--- src/hw/rtl/flg_ram.sv ---
module flg_ram #(
    parameter int WIDTH = 16,
    parameter int DEPTH = 256
) (
    input  logic                     aclk,
    input  logic                     wr_en,
    input  logic [$clog2(DEPTH)-1:0] wr_addr,
    input  logic [WIDTH-1:0]         wr_data,
    input  logic [$clog2(DEPTH)-1:0] rd_addr,
    output logic [WIDTH-1:0]         rd_data
);

    logic [WIDTH-1:0] mem [DEPTH];
    logic [WIDTH-1:0] rd_data_reg;

    always_ff @(posedge aclk) begin
        if (wr_en) begin
            mem[wr_addr] <= wr_data;
        end
        rd_data_reg <= mem[rd_addr];
    end

    assign rd_data = rd_data_reg;

endmodule

--- config.mk ---
export PLATFORM = sky130hd
export DESIGN_NAME = flg_ram
export DESIGN_NICKNAME = d
export VERILOG_FILES = /design/src/hw/rtl/flg_ram.sv
export SDC_FILE = /design/constraint.sdc
export NUM_CORES = 2
export LEC_CHECK = 0
export ABC_CLOCK_PERIOD_IN_PS = 2620
export BUFFER_PORTS_ARGS = -buffer_cell sky130_fd_sc_hd__buf_2
export CAP_MARGIN = 20
export CORE_UTILIZATION = 39
export DETAILED_ROUTE_END_ITERATION = 10
export SYNTH_ARGS = -nofsm -noshare
export SYNTH_HDL_FRONTEND = slang
export SYNTH_SLANG_ARGS = --single-unit
--- constraint.sdc ---
create_clock -name aclk -period 2.62 [get_ports aclk]
set_input_delay 0.262 -clock aclk [delete_from_list [all_inputs] [get_ports aclk]]
set_output_delay 0.262 -clock aclk [all_outputs]
set_load 0.005 [all_outputs]
### Yosys cells after proc, flatten, opt, wreduce, memory -nomap -nowiden

Memory sizes are Yosys's and may differ from the RTL's. A register that Yosys moved wholly into a read port is not among the register bits.
Index checks and enable logic that the tools add are counted.

| operators by class | value |
|---|---|
| add/sub/neg operators | 0 |
| multipliers | 0 |
| divide/modulo/power cells | 0 |
| $lt $le $gt $ge | 0 |
| equal/unequal tests | 0 |
| shift-type cells | 0 |
| muxes and demuxes | 2 |
| bitwise operators | 0 |
| reductions and logical operators | 0 |

Operators by type and width:

| cell | number |
|---|---|
| two-way mux 1 bit | 2 |

| word-level totals | value |
|---|---|
| flip-flop bits (word level) | 0 |
| bits in latches | 0 |
| bits in writable memories | 4096 |
| bits in read-only memories | 0 |
| bits of input ports | 34 |
| logic and storage cells | 3 |
| memories kept | 1 |

Memory list:

| memory | words | width | rd ports | clocked after Yosys merged registers in | wr ports | line | source |
|---|---|---|---|---|---|---|---|
| mem | 256 | 16 | 1 | 1 | 1 | 13 | `logic [WIDTH-1:0] mem [DEPTH];` |

### Logic depth before layout (Yosys ltp)

| depth | value |
|---|---|
| depth after elaboration | 2 |
| mapped depth | 12 |
| depth with buffers taken out | 6 |

### Worst setup path before layout

OpenSTA, ideal clock, no wires.

| path | value |
|---|---|
| path type | in2reg |
| start point | input wr_addr[3] |
| end point | memory mem[235][0], enable pin |
| library setup time | 0.388 ns |
| arrival | 2.039 ns |
| slack | 0.193 ns |
| stages on the path | 6 |
| buffers on the path | 3 |
| cells stage by stage | clkbuf_1 -> nor2b_1 -> clkbuf_1 -> nand4_1 -> clkbuf_1 -> nor2_1 |

RTL lines:

| item | line | source |
|---|---|---|
| start: declaration | 7 | `input logic [$clog2(DEPTH)-1:0] wr_addr,` |
| end: declaration | 13 |  |

Straight into the memory's write port.

==> results.md <==
- Run status: finished clean
- R2R Setup Slk: 30 ps
- Root buf cell: clkbuf_16
- Critical path cell sequence: mux4_2 -> mux2_2 -> a22oi_1 -> nand2_1 -> o32ai_1 -> buf_4 -> nor4_1
- Fraction of registers with async set/reset: 0
- Synth top cells by count: edfxtp_1, mux4_2, mux2i_1
- Die area: 410000 µm²
- Max reg flops: about 4100
- CTS tree: built
- CP endpoint kind: flip-flop
- Port Buffers: 49
- Period utilization: 0.989
- CP bufs+invs: 1
- First-pass GRT wire length: 621000 µm
- Tmin final: 2590 ps
- Share of cells above drive strength 1: 0.313
- CTS max path bufs: 4
- Synth warnings: 0
- CP startpoint kind: flip-flop
- Worst endpoint data arrival time: 3450 ps
- Power Density: 735 nW/µm²
- Switching pwr: around 0.030 W
- Slew Viols, Final: 0
- Critical R2R Launch: mem[11][11]
- Switch share: 0.216
- Leading area contributor after synthesis: edfxtp_1
- WP depth: 7
- Syn Inst Count: 7360
- Seq pwr share: 0.523
- Family with the most delay on the worst path: compound AO/OA/AOI/OAI gates
- Global route total overflow: 0
- Worst setup margin: 30.0 ps
- Crit path from: mem[11][11]
- Synthesized area per cell: between 20 and 25 µm²
- Iter 0 DRT Violations: between 9000 and 10000
- # Max-Cap Violations: 0
- Fmax achieved: 386 MHz
- CTS sink count: 4112
- Via/cell ratio: 5.73
- Crit path capture: rd_data[11]
- Skew-Pair Late Insertion Delay: just under 1000 ps
- Clock share of power: 0.419
- GRT Util Overall: 0.213
- Die height: 640 µm
- Post-synthesis sequential area ratio: 0.777
- Min-Delay Path Depth: 4
- Area added between synthesis and finish: 18.9%
- Setup Viol. Count Final: 0
- RSZ-0062 raised after global routing: false
- CTS buffer count: 406
- Count leader, synth: edfxtp_1
- Synthesized cell area: 159000 µm²
- HPWL Detailed: 279000 µm
- Final ANT Viol Nets: 0
- Reg2reg end: rd_data[11]
- Post-synth EDFFs: 4096
- Post-CTS Setup Inserts: 0
- Io pins: 50
- Core Region: about 400000 µm²
- Pint: 0.109 W
- Clk slew on worst S/H paths: around 70 ps
- Worst Path Required: between 3000 and 4000 ps
- Dpl ws: -1220 ps
- Post-synth top area share: 0.775
- Initial antenna violation count: 27
- Syn_nets: 7394
- Worst setup path class: reg -> reg
- Combinational fraction of design power: 0.057
- Remaining DRCs: 0
- Routed wire per std cell: 31.0 µm
- Cell variety after synth: 52
- Final Hold Fails: 0
- VDD IR max: 0.607 mV
- Die X: 640 µm
- Synth top area cells: edfxtp_1, mux4_2, mux2i_1
- Pin count of the biggest net entering global routing: 94
- Crit path max fanout: 1
- Least-Margin Pin Slew: between 1000 and 1500 ps
- FF-to-FF path depth: 7
- Rows: roughly 230
- Slowest stage delay, CP: 460 ps
- Max-slew headroom: 0.190
- GPL Wtd Cong: 0.863
- Max Clock Skew: 43.3 ps
- WHS: 73.3 ps
- Slowest cell on the critical path: mux4_2
- Via count: slightly above 80000
- Main synth FF type: edfxtp_1
- First-pass DRT Iterations: 6
- Final net count: around 8500
- Seq cells post-synth: 4112
- Total Routed Length: 441000 µm
- H-tree depth: 5
- Starting Density: 0.393
- Vias in the first global route: 81700
- P_leak: 60.9 nW
- Hold Path Class: in -> reg
[repair_timing]
item / in CTS / in global routing
endpoints found under the setup margin: 5 / 5
hold buffers: 16 / 0
resized for setup: 6 / 6
hold endpoints to repair: 1436 / 0
gates cloned: 0 / 0
[cells in the final DEF (no fill, tap or decap), types with 37 or more instances in the layout]
cell       instances
o22ai_1          148
nor2_2            96
mux2i_1          565
a21oi_1          175
nor2_1           208
clkbuf_16        409
bufinv_16         44
edfxtp_1        4096
buf_12           263
clkinv_1          83
buf_4            847
clkbuf_1          77
mux4_2           797
o221ai_1         252
o21ai_0           37
nor3_1            90
a22oi_1           38
mux2_2            88
clkinv_2          84
[power by group through the flow]
stage,Combinational [W],Sequential [W],Clock [W]
after floorplan,0.00358,0.0740,0
after global placement,0.00781,0.0740,0
after detailed placement,0.00792,0.0740,0
after CTS,0.00797,0.0726,0.0590
after global routing,0.00829,0.0726,0.0614
final,0.00796,0.0726,0.0582
[worst min-delay path by stage]
stage               start           end
2_1_floorplan  wr_data[0]     mem[0][0]
3_3_place_gp   wr_data[2]   mem[218][2]
3_5_place_dp   wr_data[2]   mem[217][2]
4_1_cts             wr_en   mem[176][7]
5_1_grt             wr_en  mem[176][10]
6_report            wr_en   mem[176][7]
[worst reg2reg max path: stages, from the launching register on]
cell      delay [ps]
edfxtp_1         370
mux4_2           460
mux2_2           290
a22oi_1          420
nand2_1          260
o32ai_1          350
buf_4            240
nor4_1            80
[cells by family after synthesis]
kind of cell	count (synthesis)	synth area share
flops	4112	0.777
compound gates	786	0.0354
buf+inv	456	0.0169
mux	1450	0.155
simple gates	556	0.0157
[routing by layer]
| layer | global-route usage | share of wire | vias to the layer above |
|---|---|---|---|
| met5 | 0 | 0.000061 | - |
| li1 | - | - | 33600 |
| met4 | 0.0666 | 0.033 | 4 |
| met1 | 0.293 | 0.40 | 43800 |
| met2 | 0.346 | 0.48 | 3636 |
| met3 | 0.0356 | 0.082 | 626 |
[through the flow]
step	instance area, µm²	setup TNS [ps]	utilization	power [W]	std cells
finish	189000	0	0.467	0.139	14200
detailed placement	175000	-11640	0.434	0.0820	13500
floorplan	159000	0	-	0.0775	7360
global route	189000	0	0.467	0.142	14200
global placement	175000	-12720	0.434	0.0818	13500
CTS	189000	0	0.467	0.140	14200
[area by class of cell]
cell class | count | area [µm²]
Sequential cell | 4112 | 123000
Antenna cell | 9 | 22.5
Fill cell | 33100 | 215000
Inverter | 4 | 27.5
Clock buffer | 489 | 10600
Multi-Input combinational cell | 2792 | 33100
Clock inverter | 260 | 2690
Tap cell | 5405 | 6760
Timing Repair Buffer | 1175 | 12200
Note: power is estimated with default switching activity, not from simulation.
