## src/hw/rtl/flg_pkg.sv

```systemverilog
package flg_pkg;

    // audio sample and result width
    localparam int SAMPLE_W = 16;

    // configuration port
    localparam int CFG_ADDR_W = 2;
    localparam int CFG_DATA_W = 23;

    localparam logic [CFG_ADDR_W-1:0] REG_DEPTH_GAIN = 2'd0;
    localparam logic [CFG_ADDR_W-1:0] REG_BASE_DELAY = 2'd1;
    localparam logic [CFG_ADDR_W-1:0] REG_SWING      = 2'd2;
    localparam logic [CFG_ADDR_W-1:0] REG_LFO_STEP   = 2'd3;

    localparam int GAIN_W  = 13;
    localparam int DELAY_W = 8;
    localparam int SWING_W = 8;
    localparam int STEP_W  = 23;

    localparam logic [GAIN_W-1:0]  GAIN_RST  = 13'd4096;
    localparam logic [DELAY_W-1:0] DELAY_RST = 8'd100;
    localparam logic [SWING_W-1:0] SWING_RST = 8'd128;
    localparam logic [STEP_W-1:0]  STEP_RST  = 23'd2097;

    // sine polynomial coefficients, Q15
    localparam logic [15:0] SIN_C3 = 16'd2320;
    localparam logic [15:0] SIN_C2 = 16'd21023;
    localparam logic [15:0] SIN_C1 = 16'd51472;
    localparam logic [15:0] SIN_MAX = 16'd32767;

    // mix divide: numerator x*2^20 + g*tap, denominator (4096+g)*256
    localparam int NUM_W = 40;
    localparam int DEN_W = 22;
    localparam int Q_W   = 16;

    typedef struct packed {
        logic busy;
        logic done;
    } div_stat_t;

endpackage

```

## src/hw/rtl/flg_div.sv

```systemverilog
module flg_div
    import flg_pkg::*;
(
    input  logic                    aclk,
    input  logic                    aresetn,
    input  logic                    start,
    input  logic signed [NUM_W-1:0] num,
    input  logic [DEN_W-1:0]        den,
    output div_stat_t               stat,
    output logic signed [Q_W-1:0]   quot
);

    localparam int MAG_W = NUM_W - 1;
    localparam int CNT_W = $clog2(Q_W);

    logic [MAG_W-1:0] rem_reg;
    logic [MAG_W-1:0] dsh_reg;
    logic [Q_W-1:0]   q_reg;
    logic [CNT_W-1:0] cnt_reg;
    logic             neg_reg;
    logic             busy_reg;
    logic             done_reg;

    logic [NUM_W-1:0] num_abs;
    logic             fits;

    assign num_abs = num[NUM_W-1] ? NUM_W'(-num) : NUM_W'(num);
    assign fits    = (rem_reg >= dsh_reg);

    // control
    always_ff @(posedge aclk) begin
        if (!aresetn) begin
            busy_reg <= 1'b0;
            done_reg <= 1'b0;
            cnt_reg  <= '0;
        end else if (start) begin
            busy_reg <= 1'b1;
            done_reg <= 1'b0;
            cnt_reg  <= CNT_W'(Q_W - 1);
        end else if (busy_reg) begin
            if (cnt_reg == '0) begin
                busy_reg <= 1'b0;
                done_reg <= 1'b1;
            end else begin
                cnt_reg <= cnt_reg - 1'b1;
            end
        end
    end

    // restoring divide, one quotient bit per cycle
    always_ff @(posedge aclk) begin
        if (start) begin
            rem_reg <= num_abs[MAG_W-1:0];
            dsh_reg <= MAG_W'({den, {(Q_W-1){1'b0}}});
            neg_reg <= num[NUM_W-1];
            q_reg   <= '0;
        end else if (busy_reg) begin
            if (fits) begin
                rem_reg <= rem_reg - dsh_reg;
            end
            q_reg   <= {q_reg[Q_W-2:0], fits};
            dsh_reg <= dsh_reg >> 1;
        end
    end

    assign stat.busy = busy_reg;
    assign stat.done = done_reg;
    assign quot      = neg_reg ? $signed(-q_reg) : $signed(q_reg);

endmodule

```

## config.mk

```make
export PLATFORM = sky130hd
export DESIGN_NAME = flg_div
export DESIGN_NICKNAME = d
export VERILOG_FILES = /design/src/hw/rtl/flg_pkg.sv /design/src/hw/rtl/flg_div.sv
export SDC_FILE = /design/constraint.sdc
export NUM_CORES = 1
export LEC_CHECK = 0
export BUFFER_PORTS_ARGS = -buffer_cell sky130_fd_sc_hd__buf_2
export CORE_ASPECT_RATIO = 0.9
export CORE_MARGIN = 2
export CORE_UTILIZATION = 60
export CTS_CLUSTER_DIAMETER = 100
export DETAILED_ROUTE_END_ITERATION = 10
export PLACE_DENSITY = 0.82
export SLEW_MARGIN = 5
export SYNTH_ARGS = -nofsm -noshare
export SYNTH_HDL_FRONTEND = slang
export SYNTH_SLANG_ARGS = --single-unit
export TNS_END_PERCENT = 1
```

## constraint.sdc

```tcl
create_clock -name aclk -period 7.1 [get_ports aclk]
set_input_delay 1.065 -clock aclk [delete_from_list [all_inputs] [get_ports aclk]]
set_output_delay 1.065 -clock aclk [all_outputs]
set_load 0.05 [all_outputs]
```

# Word level (Yosys, flattened, before mapping)
# Cells that the tools add are included.
# totals
output_inout_bits,18
elab_cells,35
register_bits,99
# classes
bitwise,1
n_reduce_logical,7
n_addsub,4
magnitude_cmp,1
mux,13
eq_ne,1
# ops
operator,n
two-way mux 39 bit,4
two-way mux 37 bit,2
>= comparator 39 x 37 -> 1 bit,1
negator 39 bit,1
subtractor 39 x 37 -> 39 bit,1
two-way mux 16 bit,1
negator 16 bit,1
two-way mux 4 bit,3
AND reduction 2 bit,3
zero test 4 bit,1
nonzero test 2 bit,2
"subtractor 4 x 1 -> 4 bit, second input constant",1
two-way mux 1 bit,3
"inequality test 2 bit, second input constant",1
OR reduction 2 bit,1
inverter 1 bit,1

# Logic depth before layout (Yosys ltp)
# depth
word_depth,4
ltp_mapped,12
ltp_nobuf,12

# Worst setup path before layout
# Ideal clock, no wire load.
# synth_path
path_type,flip-flop to flip-flop
startpoint,register rem_reg[23]
endpoint,"register rem_reg[0], enable pin"
required_time_ns,6.611
n_path_buf,1
path_slack_ns,1.950
stages_incl_launch_ff,11
arrival_time_ns,4.660
period_less_slack_ns,5.150
path_cell_list,edfxtp_1 ha_1 clkbuf_1 nand2_1 nor2_1 nand4_1 a21oi_1 nor3_1 a21oi_1 a31oi_1 o21ai_0
# synth_via
elab_chain_cells,3
# synth_lines
element,line_no,source
from (decl),flg_div.sv:16,logic [MAG_W-1:0] rem_reg;
from (signal assigned),flg_div.sv:53,rem_reg <= num_abs[MAG_W-1:0];
from (signal assigned),flg_div.sv:59,rem_reg <= rem_reg - dsh_reg;
>= comparator 39 x 37 -> 1 bit,flg_div.sv:28,assign fits = (rem_reg >= dsh_reg);
nonzero test 2 bit (no line),-,
AND reduction 2 bit (no line),-,
# Every way passes these cells.
# A chain may end at the register's enable or synchronous reset.

# Worst setup path after layout
# layout_path
startpoint,register rem_reg[0]
endpoint,"register rem_reg[38], data pin"
# layout_via
elab_chain_cells,4
# layout_lines
element,line_no,source
subtractor 39 x 37 -> 39 bit,flg_div.sv:59,
two-way mux 39 bit,flg_div.sv:58,if (fits) begin
two-way mux 39 bit,flg_div.sv:57,end else if (busy_reg) begin
two-way mux 39 bit,flg_div.sv:52,if (start) begin
# Every way passes these cells. The select of a mux whose other input is x is not followed.

==> flow_summary.json <==
{
  "yosysWarnings": 0,
  "clk_latency_ns": 0.36,
  "async_reset_ff_share_pct": 0,
  "cts_inserted_buffers": 9,
  "portBuffers": 82,
  "leakagePower_nw": 3.27,
  "worst_ep_required_time_ns": 7.20,
  "clock_sinks": 99,
  "largest_reg_flops": 39,
  "clk_path_buf_depth": 2,
  "drtIter0Drc": 617,
  "synth_top_cell_area_share_pct": 25.5,
  "grt_first_pass_wirelength_um": 28800,
  "p_total_mw": 2.52,
  "netlist_area_um2": 7310,
  "mostFrequentLayoutCells": "nand2_1 (88), nor2_1 (85), buf_2 (81), a21oi_1 (69), edfxtp_1 (62)",
  "hold_class": "reg -> reg",
  "drv_cap": 0,
  "cp-end-kind": "flip-flop",
  "syn-num-nets": 966,
  "status": "completed",
  "final.min_clock_period_ns": 3.55,
  "synth_area_leaders": "edfxtp_1 (25%), dfxtp_1 (10%), ha_1 (6.8%)",
  "grt_pass1_vias": 6028,
  "overflow": 0,
  "arrival_ns": 3.65,
  "hold_viol": 0,
  "die_x_um": 120,
  "dieArea_um2": 13100,
  "row_count": 38,
  "area_delta_synth_final_pct": 10.7,
  "htreeDepth": 3,
  "wl_per_cell_um": 16.3,
  "drt_first_pass_iters": 5,
  "slew_headroom_pct": 37.3,
  "clkTransAtPathRegs_ns": 0.07,
  "synthDistinctLibCells": 60,
  "via_per_inst": 5.99,
  "ios": 83,
  "routed_wl_um": 17600,
  "hold_buffers": 0,
  "postLayoutCoreUtil_pct": 67.5,
  "setup_viol": 0,
  "power_density_nw_per_um2": 312,
  "start_util_pct": 61.0,
  "track_usage_pct": 27.5,
  "antenna_found_initial": 0,
  "synth_edf_count": 62,
  "tightest_slew_ns": 0.938,
  "fmax_mhz": 282,
  "final_common_cell": "nand2_1",
  "postCtsSetupBuffers": 0,
  "ys_seq_elements": 99,
  "place_area_um2": 7790,
  "antennaDiodeCount": 0,
  "design.core.area_um2": 12000,
  "drc": 0,
  "hpwl_um": 13000,
  "num_vias": 6468,
  "cts_tree": "yes",
  "ant_nets": 0,
  "drive_gt1_share_pct": 12.3,
  "syn_avg_cell_area_um2": 8.50,
  "rsz0062_at_grt": "false",
  "synthFlopType": "edfxtp_1",
  "start_kind": "flip-flop",
  "tns_ns": 0,
  "finClkSkew_ns": 0.00843,
  "timing_worst_setup_path_type": "reg -> reg",
  "cts_root_buf": "clkbuf_16",
  "period_share_pct": 50.0,
  "yosysSeqAreaShare_pct": 35.6,
  "gp_congestion": 0.957,
  "cts-resized-gates": 0,
  "syn_inst": 860,
  "drv_slew": 0,
  "finalInstanceArea_um2": 8090,
  "grt_max_degree": 68,
  "layout.nets": 1020,
  "ir_drop_v": 0.000171,
  "synth_area_leader_cell": "edfxtp_1",
  "die_h_um": 109,
  "cp_max_fo": 4
}
==> worst paths after layout <==
path	startpoint	to	slack, ns	depth (start not counted)
setup / recovery	rem_reg[0]	rem_reg[38]	3.55	12
hold / removal	q_reg[15]	q_reg[15]	0.52	2
setup reg to reg	rem_reg[0]	rem_reg[38]	3.55	12
hold reg to reg	q_reg[15]	q_reg[15]	0.52	2
==> cells in the mapped netlist, types with 2 or more instances <==
cell / n
nand2_1: 88
nor2_1: 85
a21oi_1: 69
edfxtp_1: 62
inv_1: 58
xnor2_1: 55
o21ai_0: 52
ha_1: 40
dfxtp_1: 37
o31ai_1: 37
clkbuf_1: 35
mux2i_1: 33
xor2_1: 31
nor3_1: 16
a21o_1: 11
nand3_1: 10
nand4_1: 10
nor4_1: 10
or3_1: 9
a211oi_1: 7
a22o_1: 7
a21boi_0: 6
buf_1: 6
nand2b_1: 6
o211ai_1: 6
a31oi_1: 5
and3_1: 5
nor2b_1: 5
o21ai_1: 5
nor3b_1: 4
o21a_1: 4
o41ai_1: 4
and2_1: 3
buf_4: 3
o21bai_1: 3
o221ai_1: 3
a221o_1: 2
clkinv_1: 2
o22ai_1: 2
or2_2: 2
or3_4: 2
or4_1: 2
==> worst max-delay path, cell delays in order, from the launching register on <==
cell      delay, ns
edfxtp_1       0.38
inv_1          0.07
ha_1           0.16
inv_1          0.05
fa_1           0.40
a21oi_1        0.26
o211ai_1       0.18
a22oi_1        0.24
a21oi_1        0.14
o31ai_1        0.62
o21ai_0        0.34
a31oi_1        0.32
o22ai_1        0.12
==> layout make-up <==
class	count	area, µm²
fillers	1009	3890
well taps	160	200
multi-input cells	657	4310
repair buffers	87	450
clock inverters	4	30.0
clock buffers	12	268
inverters	60	225
flip-flops and latches	99	2600
==> metal layers <==
| metal | GRT usage [%] | part of all wire [%] |
|---|---|---|
| met1 | 36.7 | 45 |
| met2 | 44.4 | 45 |
| met3 | 6.59 | 8.0 |
| met4 | 9.05 | 1.8 |
| met5 | 0 | 0 |
==> power breakdown <==
group	internal [mW]	switching (mW)
clock network	0.271	0.221
registers	0.744	0.0433
logic	0.473	0.770
==> metrics by stage <==
step / hold WS, ns / std cells / setup slack, ns
global route: 0.546 / 1079 / 3.34
global placement: 0.481 / 1063 / 3.35
CTS: 0.529 / 1079 / 3.60
floorplan: 0.465 / 860 / 1.95
detailed placement: 0.510 / 1063 / 3.32
finish: 0.523 / 1079 / 3.55
==> cells by family (layout without fill, tap and decap cells) <==
family                   count (synthesis)  after routing  share of synthesized area [%]
AO/OA/AOI/OAI                          235            235                           20.4
buffers and inverters                  104            163                           5.50
multiplexers                            33             33                           4.52
AND/OR/NAND/NOR                        262            262                           16.6
adder cells (fa/ha/maj)                 41             41                           7.12
XOR/XNOR                                86             86                           10.3
flip-flops                              99             99                           35.6
Note: power is estimated with default switching activity, not from simulation.
